File: src/rtl/jsu_pkg.sv
`default_nettype none

package jsu_pkg;

    localparam int QUEUE_DEPTH = 4;
    localparam int MAX_RESULTS = 4;
    localparam int SUB_W       = $clog2(MAX_RESULTS);

    localparam logic [7:0] CTRL_LIMIT = 8'h20;
    localparam logic [7:0] CH_QUOTE   = 8'h22;
    localparam logic [7:0] CH_SLASH   = 8'h2F;
    localparam logic [7:0] CH_BSLASH  = 8'h5C;
    localparam logic [7:0] CH_B       = 8'h62;
    localparam logic [7:0] CH_F       = 8'h66;
    localparam logic [7:0] CH_N       = 8'h6E;
    localparam logic [7:0] CH_R       = 8'h72;
    localparam logic [7:0] CH_T       = 8'h74;
    localparam logic [7:0] CH_U       = 8'h75;

    localparam logic [7:0] CC_BS      = 8'h08;
    localparam logic [7:0] CC_FF      = 8'h0C;
    localparam logic [7:0] CC_LF      = 8'h0A;
    localparam logic [7:0] CC_CR      = 8'h0D;
    localparam logic [7:0] CC_TAB     = 8'h09;

    localparam logic [5:0] HIGH_SUR_TAG = 6'b110110;
    localparam logic [5:0] LOW_SUR_TAG  = 6'b110111;

    localparam logic [20:0] SUPP_BASE = 21'h10000;
    localparam logic [20:0] MAX_1B    = 21'h7F;
    localparam logic [20:0] MAX_2B    = 21'h7FF;
    localparam logic [20:0] MAX_3B    = 21'hFFFF;

    localparam logic [7:0] LEAD_2B = 8'hC0;
    localparam logic [7:0] LEAD_3B = 8'hE0;
    localparam logic [7:0] LEAD_4B = 8'hF0;
    localparam logic [7:0] CONT_B  = 8'h80;

    typedef enum logic [3:0] {
        ERR_NONE     = 4'd0,
        ERR_NO_QUOTE = 4'd1,
        ERR_CTRL     = 4'd2,
        ERR_BAD_ESC  = 4'd3,
        ERR_BAD_HEX  = 4'd4,
        ERR_BAD_PAIR = 4'd5,
        ERR_LONE_LOW = 4'd6,
        ERR_EXP_BS   = 4'd7,
        ERR_EXP_U    = 4'd8,
        ERR_UNTERM   = 4'd9
    } t_err;

    typedef enum logic [6:0] {
        M_IDLE   = 7'b0000001,
        M_BODY   = 7'b0000010,
        M_ESC    = 7'b0000100,
        M_HEX1   = 7'b0001000,
        M_EXP_BS = 7'b0010000,
        M_EXP_U  = 7'b0100000,
        M_HEX2   = 7'b1000000
    } t_mode;

    // one decoded item: up to four content bytes, or a single done/error result
    typedef struct packed {
        logic [MAX_RESULTS-1:0][7:0] bytes;
        logic [SUB_W-1:0]            nm1;
        logic                        is_byte;
        logic                        done;
        t_err                        err;
    } t_group;

    // {valid, digit}
    function automatic logic [4:0] hex_value(input logic [7:0] c);
        logic [4:0] r;
        r = '0;
        if (c >= 8'h30 && c <= 8'h39) begin
            r = {1'b1, c[3:0]};
        end else if ((c >= 8'h61 && c <= 8'h66) || (c >= 8'h41 && c <= 8'h46)) begin
            r = {1'b1, c[3:0] + 4'd9};
        end
        return r;
    endfunction

    function automatic t_group utf8_group(input logic [20:0] cp);
        t_group g;
        g         = '0;
        g.is_byte = 1'b1;
        g.err     = ERR_NONE;
        if (cp <= MAX_1B) begin
            g.bytes[0] = cp[7:0];
            g.nm1      = SUB_W'(0);
        end else if (cp <= MAX_2B) begin
            g.bytes[0] = LEAD_2B | {3'b000, cp[10:6]};
            g.bytes[1] = CONT_B | {2'b00, cp[5:0]};
            g.nm1      = SUB_W'(1);
        end else if (cp <= MAX_3B) begin
            g.bytes[0] = LEAD_3B | {4'b0000, cp[15:12]};
            g.bytes[1] = CONT_B | {2'b00, cp[11:6]};
            g.bytes[2] = CONT_B | {2'b00, cp[5:0]};
            g.nm1      = SUB_W'(2);
        end else begin
            g.bytes[0] = LEAD_4B | {5'b00000, cp[20:18]};
            g.bytes[1] = CONT_B | {2'b00, cp[17:12]};
            g.bytes[2] = CONT_B | {2'b00, cp[11:6]};
            g.bytes[3] = CONT_B | {2'b00, cp[5:0]};
            g.nm1      = SUB_W'(3);
        end
        return g;
    endfunction

endpackage

`default_nettype wire

File: src/rtl/jsu_if.sv
`default_nettype none

interface jsu_in_if;
    logic       valid;
    logic       ready;
    logic [7:0] data_byte;
    logic       end_of_input;

    modport source (output valid, output data_byte, output end_of_input, input ready);
    modport sink   (input valid, input data_byte, input end_of_input, output ready);
endinterface

interface jsu_out_if;
    logic       valid;
    logic       ready;
    logic [7:0] out_byte;
    logic       byte_valid;
    logic       last;
    logic       string_done;
    logic [3:0] error_code;

    modport source (output valid, output out_byte, output byte_valid, output last,
                    output string_done, output error_code, input ready);
    modport sink   (input valid, input out_byte, input byte_valid, input last,
                    input string_done, input error_code, output ready);
endinterface

`default_nettype wire

File: src/rtl/jsu_decode.sv
`default_nettype none

module jsu_decode (
    input  wire logic      i_clk,
    input  wire logic      i_rst_n,
    jsu_in_if.sink         i_in,
    input  wire logic      i_full,
    output logic           o_push,
    output jsu_pkg::t_group o_group
);
    import jsu_pkg::*;

    logic        r_in_valid;
    logic [7:0]  r_in_byte;
    logic        r_in_eoi;

    t_mode       r_mode, n_mode;
    logic [1:0]  r_hex_cnt, n_hex_cnt;
    logic [11:0] r_code, n_code;
    logic [9:0]  r_high, n_high;

    logic        adv;
    logic        accept;
    logic        fail;
    t_err        fail_err;
    logic [4:0]  hv;
    logic [15:0] cu_new;
    logic        esc_hit;
    logic [7:0]  esc_byte;

    assign adv        = r_in_valid && !i_full;
    assign i_in.ready = !r_in_valid || adv;
    assign accept     = i_in.valid && i_in.ready;

    assign hv     = hex_value(r_in_byte);
    assign cu_new = {r_code, hv[3:0]};

    always_comb begin
        esc_hit  = 1'b1;
        esc_byte = r_in_byte;
        case (r_in_byte) inside
            CH_QUOTE, CH_BSLASH, CH_SLASH: esc_byte = r_in_byte;
            CH_B:    esc_byte = CC_BS;
            CH_F:    esc_byte = CC_FF;
            CH_N:    esc_byte = CC_LF;
            CH_R:    esc_byte = CC_CR;
            CH_T:    esc_byte = CC_TAB;
            default: esc_hit  = 1'b0;
        endcase
    end

    always_comb begin
        n_mode    = r_mode;
        n_hex_cnt = r_hex_cnt;
        n_code    = r_code;
        n_high    = r_high;
        o_push    = 1'b0;
        o_group   = '0;
        fail      = 1'b0;
        fail_err  = ERR_NONE;

        if (adv) begin
            if (r_in_eoi) begin
                fail = 1'b1;
                unique case (r_mode) inside
                    M_EXP_BS:                      fail_err = ERR_EXP_BS;
                    M_EXP_U:                       fail_err = ERR_EXP_U;
                    M_BODY, M_ESC, M_HEX1, M_HEX2: fail_err = ERR_UNTERM;
                    default:                       fail_err = ERR_NO_QUOTE;
                endcase
            end else begin
                unique case (r_mode) inside
                    M_BODY: begin
                        if (r_in_byte == CH_QUOTE) begin
                            n_mode       = M_IDLE;
                            o_push       = 1'b1;
                            o_group.done = 1'b1;
                        end else if (r_in_byte < CTRL_LIMIT) begin
                            fail     = 1'b1;
                            fail_err = ERR_CTRL;
                        end else if (r_in_byte == CH_BSLASH) begin
                            n_mode = M_ESC;
                        end else begin
                            o_push           = 1'b1;
                            o_group.is_byte  = 1'b1;
                            o_group.bytes[0] = r_in_byte;
                        end
                    end
                    M_ESC: begin
                        if (r_in_byte == CH_U) begin
                            n_mode    = M_HEX1;
                            n_hex_cnt = '0;
                            n_code    = '0;
                        end else if (esc_hit) begin
                            n_mode           = M_BODY;
                            o_push           = 1'b1;
                            o_group.is_byte  = 1'b1;
                            o_group.bytes[0] = esc_byte;
                        end else begin
                            fail     = 1'b1;
                            fail_err = ERR_BAD_ESC;
                        end
                    end
                    M_EXP_BS: begin
                        if (r_in_byte == CH_BSLASH) begin
                            n_mode = M_EXP_U;
                        end else begin
                            fail     = 1'b1;
                            fail_err = ERR_EXP_BS;
                        end
                    end
                    M_EXP_U: begin
                        if (r_in_byte == CH_U) begin
                            n_mode    = M_HEX2;
                            n_hex_cnt = '0;
                            n_code    = '0;
                        end else begin
                            fail     = 1'b1;
                            fail_err = ERR_EXP_U;
                        end
                    end
                    M_HEX1, M_HEX2: begin
                        if (!hv[4]) begin
                            fail     = 1'b1;
                            fail_err = ERR_BAD_HEX;
                        end else if (r_hex_cnt != 2'd3) begin
                            n_hex_cnt = r_hex_cnt + 2'd1;
                            n_code    = cu_new[11:0];
                        end else begin
                            n_hex_cnt = '0;
                            n_code    = '0;
                            if (r_mode == M_HEX1) begin
                                if (cu_new[15:10] == HIGH_SUR_TAG) begin
                                    n_high = cu_new[9:0];
                                    n_mode = M_EXP_BS;
                                end else if (cu_new[15:10] == LOW_SUR_TAG) begin
                                    fail     = 1'b1;
                                    fail_err = ERR_LONE_LOW;
                                end else begin
                                    n_mode  = M_BODY;
                                    o_push  = 1'b1;
                                    o_group = utf8_group({5'd0, cu_new});
                                end
                            end else begin
                                if (cu_new[15:10] != LOW_SUR_TAG) begin
                                    fail     = 1'b1;
                                    fail_err = ERR_BAD_PAIR;
                                end else begin
                                    n_mode  = M_BODY;
                                    o_push  = 1'b1;
                                    o_group = utf8_group(SUPP_BASE +
                                                         {1'b0, r_high, cu_new[9:0]});
                                end
                            end
                        end
                    end
                    default: begin
                        if (r_in_byte == CH_QUOTE) begin
                            n_mode = M_BODY;
                        end else begin
                            fail     = 1'b1;
                            fail_err = ERR_NO_QUOTE;
                        end
                    end
                endcase
            end

            if (fail) begin
                n_mode      = M_IDLE;
                n_hex_cnt   = '0;
                n_code      = '0;
                n_high      = '0;
                o_push      = 1'b1;
                o_group     = '0;
                o_group.err = fail_err;
            end
        end
    end

    always_ff @(posedge i_clk) begin
        if (!i_rst_n) begin
            r_in_valid <= 1'b0;
            r_mode     <= M_IDLE;
            r_hex_cnt  <= '0;
            r_code     <= '0;
            r_high     <= '0;
        end else begin
            if (accept) begin
                r_in_valid <= 1'b1;
            end else if (adv) begin
                r_in_valid <= 1'b0;
            end
            r_mode    <= n_mode;
            r_hex_cnt <= n_hex_cnt;
            r_code    <= n_code;
            r_high    <= n_high;
        end
    end

    always_ff @(posedge i_clk) begin
        if (accept) begin
            r_in_byte <= i_in.data_byte;
            r_in_eoi  <= i_in.end_of_input;
        end
    end

endmodule

`default_nettype wire

File: src/rtl/jsu_queue.sv
`default_nettype none

module jsu_queue (
    input  wire logic             i_clk,
    input  wire logic             i_rst_n,
    input  wire logic             i_push,
    input  wire jsu_pkg::t_group  i_group,
    output logic                  o_full,
    jsu_out_if.source             o_out
);
    import jsu_pkg::*;

    localparam int PW = $clog2(QUEUE_DEPTH);

    t_group           r_q [QUEUE_DEPTH];
    logic [PW-1:0]    r_wp, r_rp;
    logic [PW:0]      r_cnt;
    logic [SUB_W-1:0] r_sub;

    t_group head;
    logic   last_res;
    logic   xfer;
    logic   pop;

    assign head     = r_q[r_rp];
    assign last_res = !head.is_byte || (r_sub == head.nm1);
    assign xfer     = o_out.valid && o_out.ready;
    assign pop      = xfer && last_res;
    assign o_full   = (r_cnt == (PW+1)'(QUEUE_DEPTH));

    assign o_out.valid       = (r_cnt != '0);
    assign o_out.out_byte    = head.is_byte ? head.bytes[r_sub] : 8'h00;
    assign o_out.byte_valid  = head.is_byte;
    assign o_out.last        = last_res;
    assign o_out.string_done = head.done;
    assign o_out.error_code  = head.err;

    always_ff @(posedge i_clk) begin
        if (i_push) begin
            r_q[r_wp] <= i_group;
        end
    end

    always_ff @(posedge i_clk) begin
        if (!i_rst_n) begin
            r_wp  <= '0;
            r_rp  <= '0;
            r_cnt <= '0;
            r_sub <= '0;
        end else begin
            if (i_push) begin
                r_wp <= r_wp + PW'(1);
            end
            if (pop) begin
                r_rp <= r_rp + PW'(1);
            end
            case ({i_push, pop})
                2'b10:   r_cnt <= r_cnt + (PW+1)'(1);
                2'b01:   r_cnt <= r_cnt - (PW+1)'(1);
                default: r_cnt <= r_cnt;
            endcase
            if (xfer) begin
                r_sub <= last_res ? '0 : r_sub + SUB_W'(1);
            end
        end
    end

endmodule

`default_nettype wire

File: src/rtl/json_string_unescape_utf8.sv
// The input byte is registered in the decoder, decoded and written into the queue; results
// are presented from the queue head. Throughput: one input item per cycle while the queue
// has room; one result per cycle on the output while the output is ready, so an item
// that decodes to n UTF-8 bytes gives n results. A 4-entry queue of decoded items sits
// between the decoder and the output; the decoder stalls while the queue is full.
// Reset: i_rst_n synchronous, active low; returns to idle and empties the queue.
`default_nettype none

module json_string_unescape_utf8 (
    input  wire logic i_clk,
    input  wire logic i_rst_n,
    jsu_in_if.sink    i_in,
    jsu_out_if.source o_out
);
    import jsu_pkg::*;

    logic   push;
    logic   full;
    t_group group;

    jsu_decode u_decode (
        .i_clk   (i_clk),
        .i_rst_n (i_rst_n),
        .i_in    (i_in),
        .i_full  (full),
        .o_push  (push),
        .o_group (group)
    );

    jsu_queue u_queue (
        .i_clk   (i_clk),
        .i_rst_n (i_rst_n),
        .i_push  (push),
        .i_group (group),
        .o_full  (full),
        .o_out   (o_out)
    );

`ifndef NO_ASSERTIONS
    a_no_push_full: assert property (@(posedge i_clk) disable iff (!i_rst_n)
        !(push && full))
        else $error("decoded item written into a full queue");

    a_err_single: assert property (@(posedge i_clk) disable iff (!i_rst_n)
        (o_out.valid && o_out.error_code != ERR_NONE) |-> (o_out.last && !o_out.byte_valid
                                                           && !o_out.string_done))
        else $error("error result not a single terminal result");

    a_done_single: assert property (@(posedge i_clk) disable iff (!i_rst_n)
        (o_out.valid && o_out.string_done) |-> (o_out.last && !o_out.byte_valid))
        else $error("done result not a single terminal result");
`endif

endmodule

`default_nettype wire

File: src/flat_wrapper.sv
// flat-port wrapper written by rule: the top's interface ports become plain ports
module json_string_unescape_utf8_flat import jsu_pkg::*;
  (i_clk, i_rst_n, i_in_valid, i_in_data_byte, i_in_end_of_input, i_in_ready, o_out_valid, o_out_out_byte, o_out_byte_valid, o_out_last, o_out_string_done, o_out_error_code, o_out_ready);
  jsu_in_if i_in_i ();
  jsu_out_if o_out_i ();
  input  wire logic i_clk;
  input  wire logic i_rst_n;
  input wire logic [$bits(i_in_i.valid)-1:0] i_in_valid;
  input wire logic [$bits(i_in_i.data_byte)-1:0] i_in_data_byte;
  input wire logic [$bits(i_in_i.end_of_input)-1:0] i_in_end_of_input;
  output wire logic [$bits(i_in_i.ready)-1:0] i_in_ready;
  output wire logic [$bits(o_out_i.valid)-1:0] o_out_valid;
  output wire logic [$bits(o_out_i.out_byte)-1:0] o_out_out_byte;
  output wire logic [$bits(o_out_i.byte_valid)-1:0] o_out_byte_valid;
  output wire logic [$bits(o_out_i.last)-1:0] o_out_last;
  output wire logic [$bits(o_out_i.string_done)-1:0] o_out_string_done;
  output wire logic [$bits(o_out_i.error_code)-1:0] o_out_error_code;
  input wire logic [$bits(o_out_i.ready)-1:0] o_out_ready;
  assign i_in_i.valid = i_in_valid;
  assign i_in_i.data_byte = i_in_data_byte;
  assign i_in_i.end_of_input = i_in_end_of_input;
  assign i_in_ready = i_in_i.ready;
  assign o_out_valid = o_out_i.valid;
  assign o_out_out_byte = o_out_i.out_byte;
  assign o_out_byte_valid = o_out_i.byte_valid;
  assign o_out_last = o_out_i.last;
  assign o_out_string_done = o_out_i.string_done;
  assign o_out_error_code = o_out_i.error_code;
  assign o_out_i.ready = o_out_ready;
  json_string_unescape_utf8 u_core (.i_clk(i_clk), .i_rst_n(i_rst_n), .i_in(i_in_i), .o_out(o_out_i));
endmodule
File: config.mk
export PLATFORM = sky130hd
export DESIGN_NAME = json_string_unescape_utf8_flat
export DESIGN_NICKNAME = d
export VERILOG_FILES = /design/src/rtl/jsu_pkg.sv /design/src/rtl/jsu_if.sv /design/src/rtl/jsu_decode.sv /design/src/rtl/jsu_queue.sv /design/src/rtl/json_string_unescape_utf8.sv /design/src/flat_wrapper.sv
export SDC_FILE = /design/constraint.sdc
export NUM_CORES = 1
export LEC_CHECK = 0
export BUFFER_PORTS_ARGS = -buffer_cell sky130_fd_sc_hd__clkbuf_2
export CORE_MARGIN = 4
export CORE_UTILIZATION = 60
export DETAILED_ROUTE_END_ITERATION = 6
export PLACE_DENSITY = 0.83
export SYNTH_ARGS = -nofsm -noshare
export SYNTH_HDL_FRONTEND = slang
export SYNTH_SLANG_ARGS = --single-unit
File: constraint.sdc
create_clock -name i_clk -period 5.4 [get_ports i_clk]
set_clock_uncertainty 0.1 [all_clocks]
set_input_delay 1.08 -clock i_clk [delete_from_list [all_inputs] [get_ports i_clk]]
set_output_delay 1.08 -clock i_clk [all_outputs]
set_load 0.01 [all_outputs]
# After elaboration in Yosys (flattened, before gate mapping)
# Memory sizes are Yosys's and may differ from the RTL's. A register that Yosys moved wholly into a read port is not among the register bits.
# Index checks and enable logic that the tools add are counted.
word_totals:
  register_bits: 50
  mem_bits_rw: 160
  input_bits: 13
  mem_count: 1
memory_table:
  columns: ["name", "depth", "word_bits", "read_ports", "rd_clocked_by_memory_dff", "wr", "line_no", "source"]
  rows:
  - ["u_core.u_queue.r_q", 4, 40, 1, 1, 1, "jsu_queue.sv:15", "t_group r_q [QUEUE_DEPTH];"]
classes:
  addsub: 8
  magnitude_cmp: 13
  n_eq_ne: 35
  n_mux: 139
  reduce_logical: 29
op_table:
  columns: ["cell", "count"]
  rows:
  - ["40-bit 2-to-1 mux", 9]
  - ["8-bit 2-to-1 mux", 15]
  - ["7-bit 2-to-1 mux", 16]
  - ["24-bit 2-to-1 mux", 4]
  - ["10-bit 2-to-1 mux", 9]
  - ["12-bit 2-to-1 mux", 5]
  - ["8-bit by 7-bit equality test with 1-bit output (second input constant)", 7]
  - ["1-bit 2-to-1 mux", 41]
  - ["7-bit case mux with 5 select lines", 1]
  - ["16-bit 2-to-1 mux", 2]
  - ["4-bit 2-to-1 mux", 8]
  - ["12-bit case mux with 2 select lines", 1]
  - ["8-bit case mux with 3 select lines", 1]
  - ["2-bit 2-to-1 mux", 11]
  - ["17-bit by 20-bit adder with 21-bit output (first input constant)", 1]
  - ["21-bit by 11-bit less-or-equal comparator with 1-bit output (second input constant)", 1]
  - ["21-bit by 16-bit less-or-equal comparator with 1-bit output (second input constant)", 1]
  - ["21-bit by 7-bit less-or-equal comparator with 1-bit output (second input constant)", 1]
  - ["4-bit case mux with 5 select lines", 1]
  - ["18-bit 2-to-1 mux", 1]
  - ["8-bit binary-select mux with 2-bit select", 1]
  - ["8-bit by 6-bit equality test with 1-bit output (second input constant)", 2]
  - ["8-bit by 7-bit >= comparator with 1-bit output (second input constant)", 2]
  - ["16-bit by 11-bit less-or-equal comparator with 1-bit output (second input constant)", 1]
  - ["50 further kinds", 82]

# Depth between registers and ports, before layout
# Gate-level depths: netlist of run 1.
depth:
  word_depth: 18
  depth_mapped: 16

# Hierarchy
# A second synthesis of run 1 with hierarchy kept.
hier_totals:
  cells_unflattened: 793
  area_unflattened_um2: 10381.2
by_module_without_submodules:
  columns: ["mod", "instances", "cells_per_inst", "area_per_inst_um2"]
  rows:
  - ["jsu_queue", 1, 301, 6683.9]
  - ["jsu_decode", 1, 492, 3697.3]

# Worst setup path before layout of run 1
# No wires, ideal clock.
synth_path:
  path_type: "register -> register"
  start: "register u_core.u_decode.r_in_byte[0]"
  end: "register u_core.u_queue.r_cnt[2]"
  setup_time_ns: 0.076
  t_arrival_ns: 3.764
  setup_slack_ns: 1.460
  stages_incl_launch_ff: 16
  period_less_slack_ns: 3.940
  cell_sequence: "edfxtp_1 inv_1 ha_1 nor3b_2 o31ai_1 and3_1 a2111o_1 o31ai_4 a31oi_2 inv_1 ha_1 inv_1 fa_1 xor2_1 or3_1 a21boi_0"
synth_between:
  elab_chain_len: 16
  elab_cells_between_ends: 53
  classes_between: "7 x order compare; 11 x eq/ne; 29 x mux; 6 x reduce/logical"
synth_rtl:
  columns: ["element", "line_no", "source"]
  rows:
  - ["start, declared", "jsu_decode.sv:14", "logic [7:0] r_in_byte;"]
  - ["start signal, assigned", "jsu_decode.sv:202", "r_in_byte <= i_in.data_byte;"]
  - ["8-bit by 7-bit equality test with 1-bit output (no source line)", null, null]
  - ["1-bit 2-to-1 mux (6 in a row)", "jsu_decode.sv:41", "case (r_in_byte) inside"]
  - ["1-bit 2-to-1 mux", "jsu_decode.sv:94", "end else if (esc_hit) begin"]
  - ["1-bit 2-to-1 mux", "jsu_decode.sv:90", "if (r_in_byte == CH_U) begin"]
  - ["1-bit case mux with 5 select lines", "jsu_decode.sv:72", "unique case (r_mode) inside"]
  - ["1-bit 2-to-1 mux", "jsu_decode.sv:63", "if (r_in_eoi) begin"]
  - ["1-bit 2-to-1 mux", "jsu_decode.sv:62", "if (adv) begin"]
  - ["1-bit 2-to-1 mux (*)", "jsu_decode.sv:168", "if (fail) begin"]
  - ["1-bit 2-to-1 mux (*)", "jsu_decode.sv:62", null]
  - ["2-bit by 1-bit equality test with 1-bit output / 2-bit equality test (equally long branches)", "jsu_queue.sv:57", "case ({i_push, pop})"]
  - ["3-bit case mux with 2 select lines / 2-bit nonzero test (equally long branches)", null, null]
  - ["end signal, assigned", "jsu_queue.sv:58", "2'b10: r_cnt <= r_cnt + (PW+1)'(1);"]
  - ["end signal, assigned", "jsu_queue.sv:59", "2'b01: r_cnt <= r_cnt - (PW+1)'(1);"]
  - ["end signal, assigned", "jsu_queue.sv:60", "default: r_cnt <= r_cnt;"]
  - ["end, declared", "jsu_queue.sv:17", "logic [PW:0] r_cnt;"]
# Mark *: on every way between the ends. The rest lies on a longest branch, timed or not. The select of a mux whose other input is x is not followed.
# A chain may end at the register's enable or synchronous reset.

# Final worst setup path of run 1
# Same ends and word-level chain as after synthesis.

==> results of run 1 <==
## state kept, by name, indices dropped and copies added, names as in the netlist, named ones only
signal                      count
u_core.u_decode.r_code         12
u_core.u_decode.r_hex_cnt       2
u_core.u_decode.r_high         10
u_core.u_decode.r_in_byte       8
u_core.u_decode.r_in_eoi        1
u_core.u_decode.r_in_valid      1
u_core.u_decode.r_mode          7
u_core.u_queue.r_cnt            3
u_core.u_queue.r_q            144
u_core.u_queue.r_rp             2
u_core.u_queue.r_sub            2
u_core.u_queue.r_wp             2
## kinds of logic (layout without fill, tap and decap cells)
kind of cell    after synthesis  in the layout  share of synthesized area, %
compound gates              162            162                          12.4
simple gates                254            254                          14.4
fa+ha+maj                    14             14                          1.89
flops                       196            196                          56.4
buf+inv                      57             91                          2.32
xor+xnor                     13             13                          1.18
mux                          57             57                          11.4
## layer usage
layer  vias up  global-route usage (%)  share of wire, %
li1       2984                       -                 -
met1      3395                    39.7                39
met2       450                    48.7                50
met3        49                    5.18               8.9
met4         0                    8.68               2.5
met5         -                       0                 0
## area by class of cell
cell class	count	area share (%)
multi-input combinational	500	37.6
sequential	196	51.4
clock buffer	17	4.01
tap	216	2.54
timing repair buffer	41	2.21
inverter	18	0.636
clock inverter	15	1.66
## worst register-to-register path: stages (launching register included)
cell      delay, ns
edfxtp_1       0.53
inv_1          0.22
ha_1           0.26
nor3b_2        0.41
o31ai_1        0.16
and3_1         0.24
a2111o_1       0.47
o31ai_4        0.63
a31oi_2        0.33
inv_1          0.14
ha_1           0.20
inv_1          0.08
fa_1           0.38
xor2_1         0.16
or3_1          0.30
a21boi_0       0.16
## worst max-delay path by stage
stage	startpoint	endpoint	slack, ns
after CTS	u_core.u_decode.r_in_byte[0]	u_core.u_queue.r_cnt[2]	0.57
after detailed placement	u_core.u_decode.r_in_byte[0]	u_core.u_queue.r_cnt[2]	0.68
final	u_core.u_decode.r_in_byte[0]	u_core.u_queue.r_cnt[2]	0.56
after global placement	u_core.u_decode.r_in_byte[0]	u_core.u_queue.r_cnt[2]	0.86
after floorplan	u_core.u_decode.r_in_byte[0]	u_core.u_queue.r_cnt[2]	1.46
after global routing	u_core.u_decode.r_in_byte[0]	u_core.u_queue.r_cnt[2]	0.27
## report_power, final
part	leakage [nW]	internal (mW)	switching, mW
combinational	1.38	0.295	0.286
sequential	1.88	1.67	0.0969
clock	0.287	0.630	0.644
total	3.55	2.59	1.03
## stage by stage
stage,instance area [um^2],total power [mW],setup WS [ns],hold slack (ns)
final,10600,3.62,0.561,0.435
after global routing,10600,3.76,0.271,0.458
after CTS,10600,3.63,0.570,0.436
after detailed placement,10000,2.36,0.684,0.385
after global placement,10000,2.33,0.865,0.370
after floorplan,9670,2.18,1.46,0.358
## layout by cell type, fill, tap and decap left out, drive strengths merged, types with 5 or more instances in the layout
cell / Yosys / routed
nand2: 59 / 59
o211ai: 5 / 5
a21boi: 11 / 11
o21a: 6 / 6
nand3: 22 / 22
or2: 5 / 5
edfxtp: 153 / 153
a22oi: 9 / 9
o22ai: 5 / 5
nor4b: 7 / 7
xnor2: 7 / 7
o21ai: 28 / 28
ha: 13 / 13
xor2: 6 / 6
mux4: 42 / 42
nor4: 7 / 7
mux2i: 9 / 9
nor3: 13 / 13
a21oi: 28 / 28
a31oi: 7 / 7
or3: 6 / 6
buf: 13 / 12
clkbuf: 26 / 46
nor2b: 18 / 18
dfxtp: 43 / 43
nand4: 8 / 8
inv: 18 / 27
and3: 10 / 10
mux2: 6 / 6
nand2b: 11 / 11
and2: 21 / 21
nor2: 47 / 47
a22o: 23 / 23
==> flow_summary_export.csv, run 1 <==
group,metric,value,unit
status,status,"complete, no violations",
floorplanning,core_area,15800,um^2
logic_synthesis,syn_inst,753,
sta,slew-limit-headroom,6.80,%
run,drv_cap,0,
worst_hold_path,hold_start,"u_core.u_decode.r_hex_cnt[0]",
routing,vias,6878,
critical_path,crit_cells,15,
floorplanning,die_area,18200,um^2
cts,post_cts_buffers,0,
cells_and_area,diodes,0,
cells_and_area,area.sequential,5460,um^2
global_route,grt-ovfl-total,0,
logic_synthesis,synth_ff_type,"edfxtp_1",
floorplanning,ioPinCount,30,
critical_path,reg2reg_slack,0.56,ns
global_route,grt_usage,29.2,%
logic_synthesis,ys_types,80,
logic_synthesis,synth-edff-count,153,
pwr,power.density,341,nW/um^2
logic_synthesis,syn-num-nets,780,
global_route,antenna_found_initial,0,
critical_path,cpMaxStageDelayCell,"o31ai_4",
critical_path,worstSetupPathType,"register to register",
critical_path,reg2reg_from,"u_core.u_decode.r_in_byte[0]",
cts,clockBufferDepth,2,
floorplanning,fp.dieW,135,um
logic_synthesis,synth.top_cells.by_area,"edfxtp_1, mux4_2, dfxtp_1",
cts,clock_latency,0.44,ns
floorplanning,die_h,135,um
routing,post_drt_wl_per_cell,25.7,um
cells_and_area,nets,801,
routing,dr.pass1.iters,6,
critical_path,critical_path_required,5.66,ns
cts,cts_root_buffer,"clkbuf_16",
cts,htreeDepth,4,
routing,ant_nets,0,
cells_and_area,utilization,67.1,%
routing,viasPerCell,6.86,
critical_path,max_stage_delay,0.63,ns
critical_path,critPathMaxFanout,16,
place,dp.final_hpwl,16600,um
cells_and_area,fin_cells,1003,
logic_synthesis,yosysTopAreaCellShare,47.5,%
cts,cts_hold_buf,0,
cts,cts_tree,"done",
cells_and_area,syn2layout_area_growth,9.85,%
critical_path,crit_chain,"inv_1 -> ha_1 -> nor3b_2 -> o31ai_1 -> and3_1 -> a2111o_1 -> o31ai_4 -> a31oi_2 -> inv_1 -> ha_1 -> inv_1 -> fa_1 -> xor2_1 -> or3_1 -> a21boi_0",
worst_hold_path,min_path_type,"register to register",
critical_path,cp_num_buf_inv,3,
critical_path,worst_setup_path_start_kind,"register",
cells_and_area,drive_gt1_share,18.3,%
floorplanning,rows,46,
sta,hold_viol_final,0,
worst_hold_path,hold_path_depth,1,
worst_hold_path,min_to,"u_core.u_decode.r_hex_cnt[0]",
logic_synthesis,ys_ff_latch,196,
cts,cts_sinks,196,
critical_path,r2r-end,"u_core.u_queue.r_cnt[2]",
logic_synthesis,async_flop_share,0,%
critical_path,ff2ff_path_depth,15,
sta,drv_slew,0,
critical_path,worstPathArrival,5.10,ns
place,globalplace.congestion,0.948,
cells_and_area,nFillCells,1061,
sta,rsz0062_at_grt,"no",
sta,period_minus_slack,4.84,ns
cts,numCtsBuffers,17,
cts,post_cts_resized,0,
floorplanning,initial_core_util,61.1,%
critical_path,crit_path_end_kind,"register",
logic_synthesis,yosysTopAreaCell,"edfxtp_1",
logic_synthesis,yosysMostFrequentCell,"edfxtp_1",
routing,routed_wl,25800,um
logic_synthesis,avgSynthCellArea,12.8,um^2
sta,setup_viol,0,
logic_synthesis,synth_warnings,0,
global_route,grt_pass1_vias,6751,
sta,fmax,207,MHz
critical_path,crit_top_cell,"inv_1",
cells_and_area,multi_input_area,3990,um^2
global_route,grt_start_max_net_pins,38,
routing,drc,0,
place,placedCellCount,971,
logic_synthesis,netlist_area,9670,um^2
pwr,vdd_drop_max,226,uV
pwr,power.leakage,3.55,nW
logic_synthesis,yosysSeqAreaShare,56.4,%
sta,worstMarginPinSlew,1.36,ns
logic_synthesis,yosys-top-cells-count,"edfxtp_1, nand2_1, nor2_1",
sta,period_share,89.6,%
cts,cts.reportedPaths.clkPinSlew,0.08,ns
sta,final.setup.tns,0,ns
routing,drt_iter0_drc,834,
critical_path,critPathTopFamily,"compound AO/OA/AOI/OAI gates",
global_route,grt_pass1_wl,40000,um
place,numPortBuffers,29,
Power figures use the tool's default switching activity.
==> inputs of run 2 (changes only) <==
- CORE_UTILIZATION: 60 -> 56
- PLACE_DENSITY: 0.83 -> 0.82
- SLEW_MARGIN: default -> 20
- clock period: 5.4 -> 4 ns (I/O delays scaled with it)
==> run 2 against run 1 <==
Wire length fell by 4.0%. Largest cell class unchanged. Clock power rose by 38%. Sequential cell count did not move.
==> flow_summary_export.csv, run 2 (synthesis results as in run 1) <==
group,metric,value,unit
place,numPortBuffers,29,
cts,clock_latency,0.44,ns
critical_path,critical_path_required,4.27,ns
floorplanning,initial_core_util,57.7,%
critical_path,critPathTopFamily,"compound AO/OA/AOI/OAI gates",
cells_and_area,nets,840,
sta,rsz0062_at_grt,"no",
sta,period_share,95.5,%
cts,htreeDepth,4,
cells_and_area,syn2layout_area_growth,14.8,%
cells_and_area,drive_gt1_share,23.7,%
critical_path,max_stage_delay,0.47,ns
pwr,vdd_drop_max,347,uV
critical_path,critPathMaxFanout,8,
cts,clockBufferDepth,2,
worst_hold_path,hold_path_depth,1,
routing,vias,6863,
global_route,grt_usage,25.9,%
routing,drt_iter0_drc,658,
run,drv_cap,0,
critical_path,reg2reg_from,"u_core.u_decode.r_in_byte[0]",
sta,period_minus_slack,3.82,ns
sta,fmax,262,MHz
sta,slew-limit-headroom,44.0,%
floorplanning,fp.dieW,139,um
routing,ant_nets,0,
critical_path,worst_setup_path_start_kind,"register",
floorplanning,die_area,19400,um^2
worst_hold_path,min_path_type,"register to register",
cells_and_area,largestRegisters,"u_core.u_queue.r_q: 144 flops, u_core.u_decode.r_code: 12 flops, u_core.u_decode.r_high: 10 flops",
sta,hold_viol_final,0,
floorplanning,ioPinCount,30,
global_route,grt_start_max_net_pins,37,
global_route,antenna_found_initial,0,
cts,cts_sinks,196,
routing,drc,0,
cells_and_area,mostFrequentLayoutCells,"edfxtp_1, nand2_1, nor2_1, buf_4",
cells_and_area,regMostFlops,"u_core.u_queue.r_q",
status,status,"complete, no violations",
critical_path,cpMaxStageDelayCell,"a2111o_1",
critical_path,crit_chain,"buf_4 -> ha_1 -> nand2_1 -> or3_1 -> and3_1 -> a2111o_1 -> o31ai_4 -> a31oi_2 -> inv_1 -> ha_1 -> inv_1 -> fa_1 -> xor2_1 -> or3_1 -> a21boi_1",
critical_path,crit_path_end_kind,"register",
sta,setup_viol,0,
pwr,power.total,4.94,mW
critical_path,ff2ff_path_depth,15,
worst_hold_path,hold_start,"u_core.u_decode.r_hex_cnt[0]",
global_route,grt_pass1_wl,39300,um
cts,cts_root_buffer,"clkbuf_16",
cts,cts.reportedPaths.clkPinSlew,0.08,ns
critical_path,crit_cells,15,
place,dp.final_hpwl,17600,um
cells_and_area,layout_commonest_cell,"edfxtp_1",
floorplanning,die_h,139,um
cts,cts_hold_buf,0,
critical_path,worst_setup_path_startpoint,"u_core.u_decode.r_in_byte[0]",
place,globalplace.congestion,0.973,
sta,drv_slew,0,
pwr,power.leakage,3.78,nW
cts,numCtsBuffers,17,
critical_path,cp_num_buf_inv,3,
routing,viasPerCell,6.56,
floorplanning,core_area,16800,um^2
sta,worstMarginPinSlew,0.838,ns
cells_and_area,diodes,0,
sta,final.setup.tns,0,ns
routing,routed_wl,24700,um
cells_and_area,nFillCells,1201,
global_route,grt-ovfl-total,0,
routing,post_drt_wl_per_cell,23.6,um
critical_path,worstPathArrival,4.09,ns
cells_and_area,largest_reg_flops,144,
floorplanning,rows,47,
critical_path,worstSetupPathType,"register to register",
cts,cts_tree,"done",
pwr,power.density,445,nW/um^2
routing,dr.pass1.iters,5,
global_route,grt_pass1_vias,6882,
run 2: repair_timing:
item,CTS,global route
resized for setup,2,15
setup buffers,0,4
cloned,0,0
endpoints found under the setup margin,4,37
run 2: final timing paths:
kind | slack [ns] | to
worst max-delay path | 0.18 | u_core.u_queue.r_cnt[2]
worst min-delay path | 0.42 | u_core.u_decode.r_hex_cnt[0]
worst max register to register | 0.18 | u_core.u_queue.r_cnt[2]
worst min register to register | 0.42 | u_core.u_decode.r_hex_cnt[0]
run 2: routing by layer:
| metal | up-vias | track usage, % | routed length, um |
|---|---|---|---|
| met5 | - | 0 | 0 |
| met4 | 0 | 7.72 | 551 |
| met3 | 58 | 3.16 | 1330 |
| met2 | 292 | 44.2 | 12600 |
| met1 | 3445 | 35.3 | 10300 |
| li1 | 3068 | - | - |
run 2: layout make-up:
class                           instances  area, um^2  share of cell area [%]
Clock buffer                           17         425                    3.83
Timing Repair Buffer                   80         591                    5.32
Tap cell                              220         275                    2.48
Multi-Input combinational cell        500        4090                    36.9
Inverter                               18        67.6                   0.609
Sequential cell                       196        5460                    49.2
Clock inverter                         15         190                    1.71
run 2: stage by stage:
stage          util [%]  hold slack (ns)  cells  cell area, um^2  worst slack, ns
3_5_place_dp       61.8            0.394   1010            10300          -0.0381
2_1_floorplan         -            0.358    753             9670           0.0600
3_3_place_gp       61.8            0.370   1010            10300           0.0900
5_1_grt            66.2            0.427   1046            11100           0.0129
6_report           66.2            0.419   1046            11100            0.179
4_1_cts            65.5            0.405   1042            11000           0.0336
run 2: where the power goes:
part	switching [mW]	internal [mW]
combinational	0.412	0.434
clock	0.886	0.860
sequential	0.0997	2.25
total	1.40	3.54
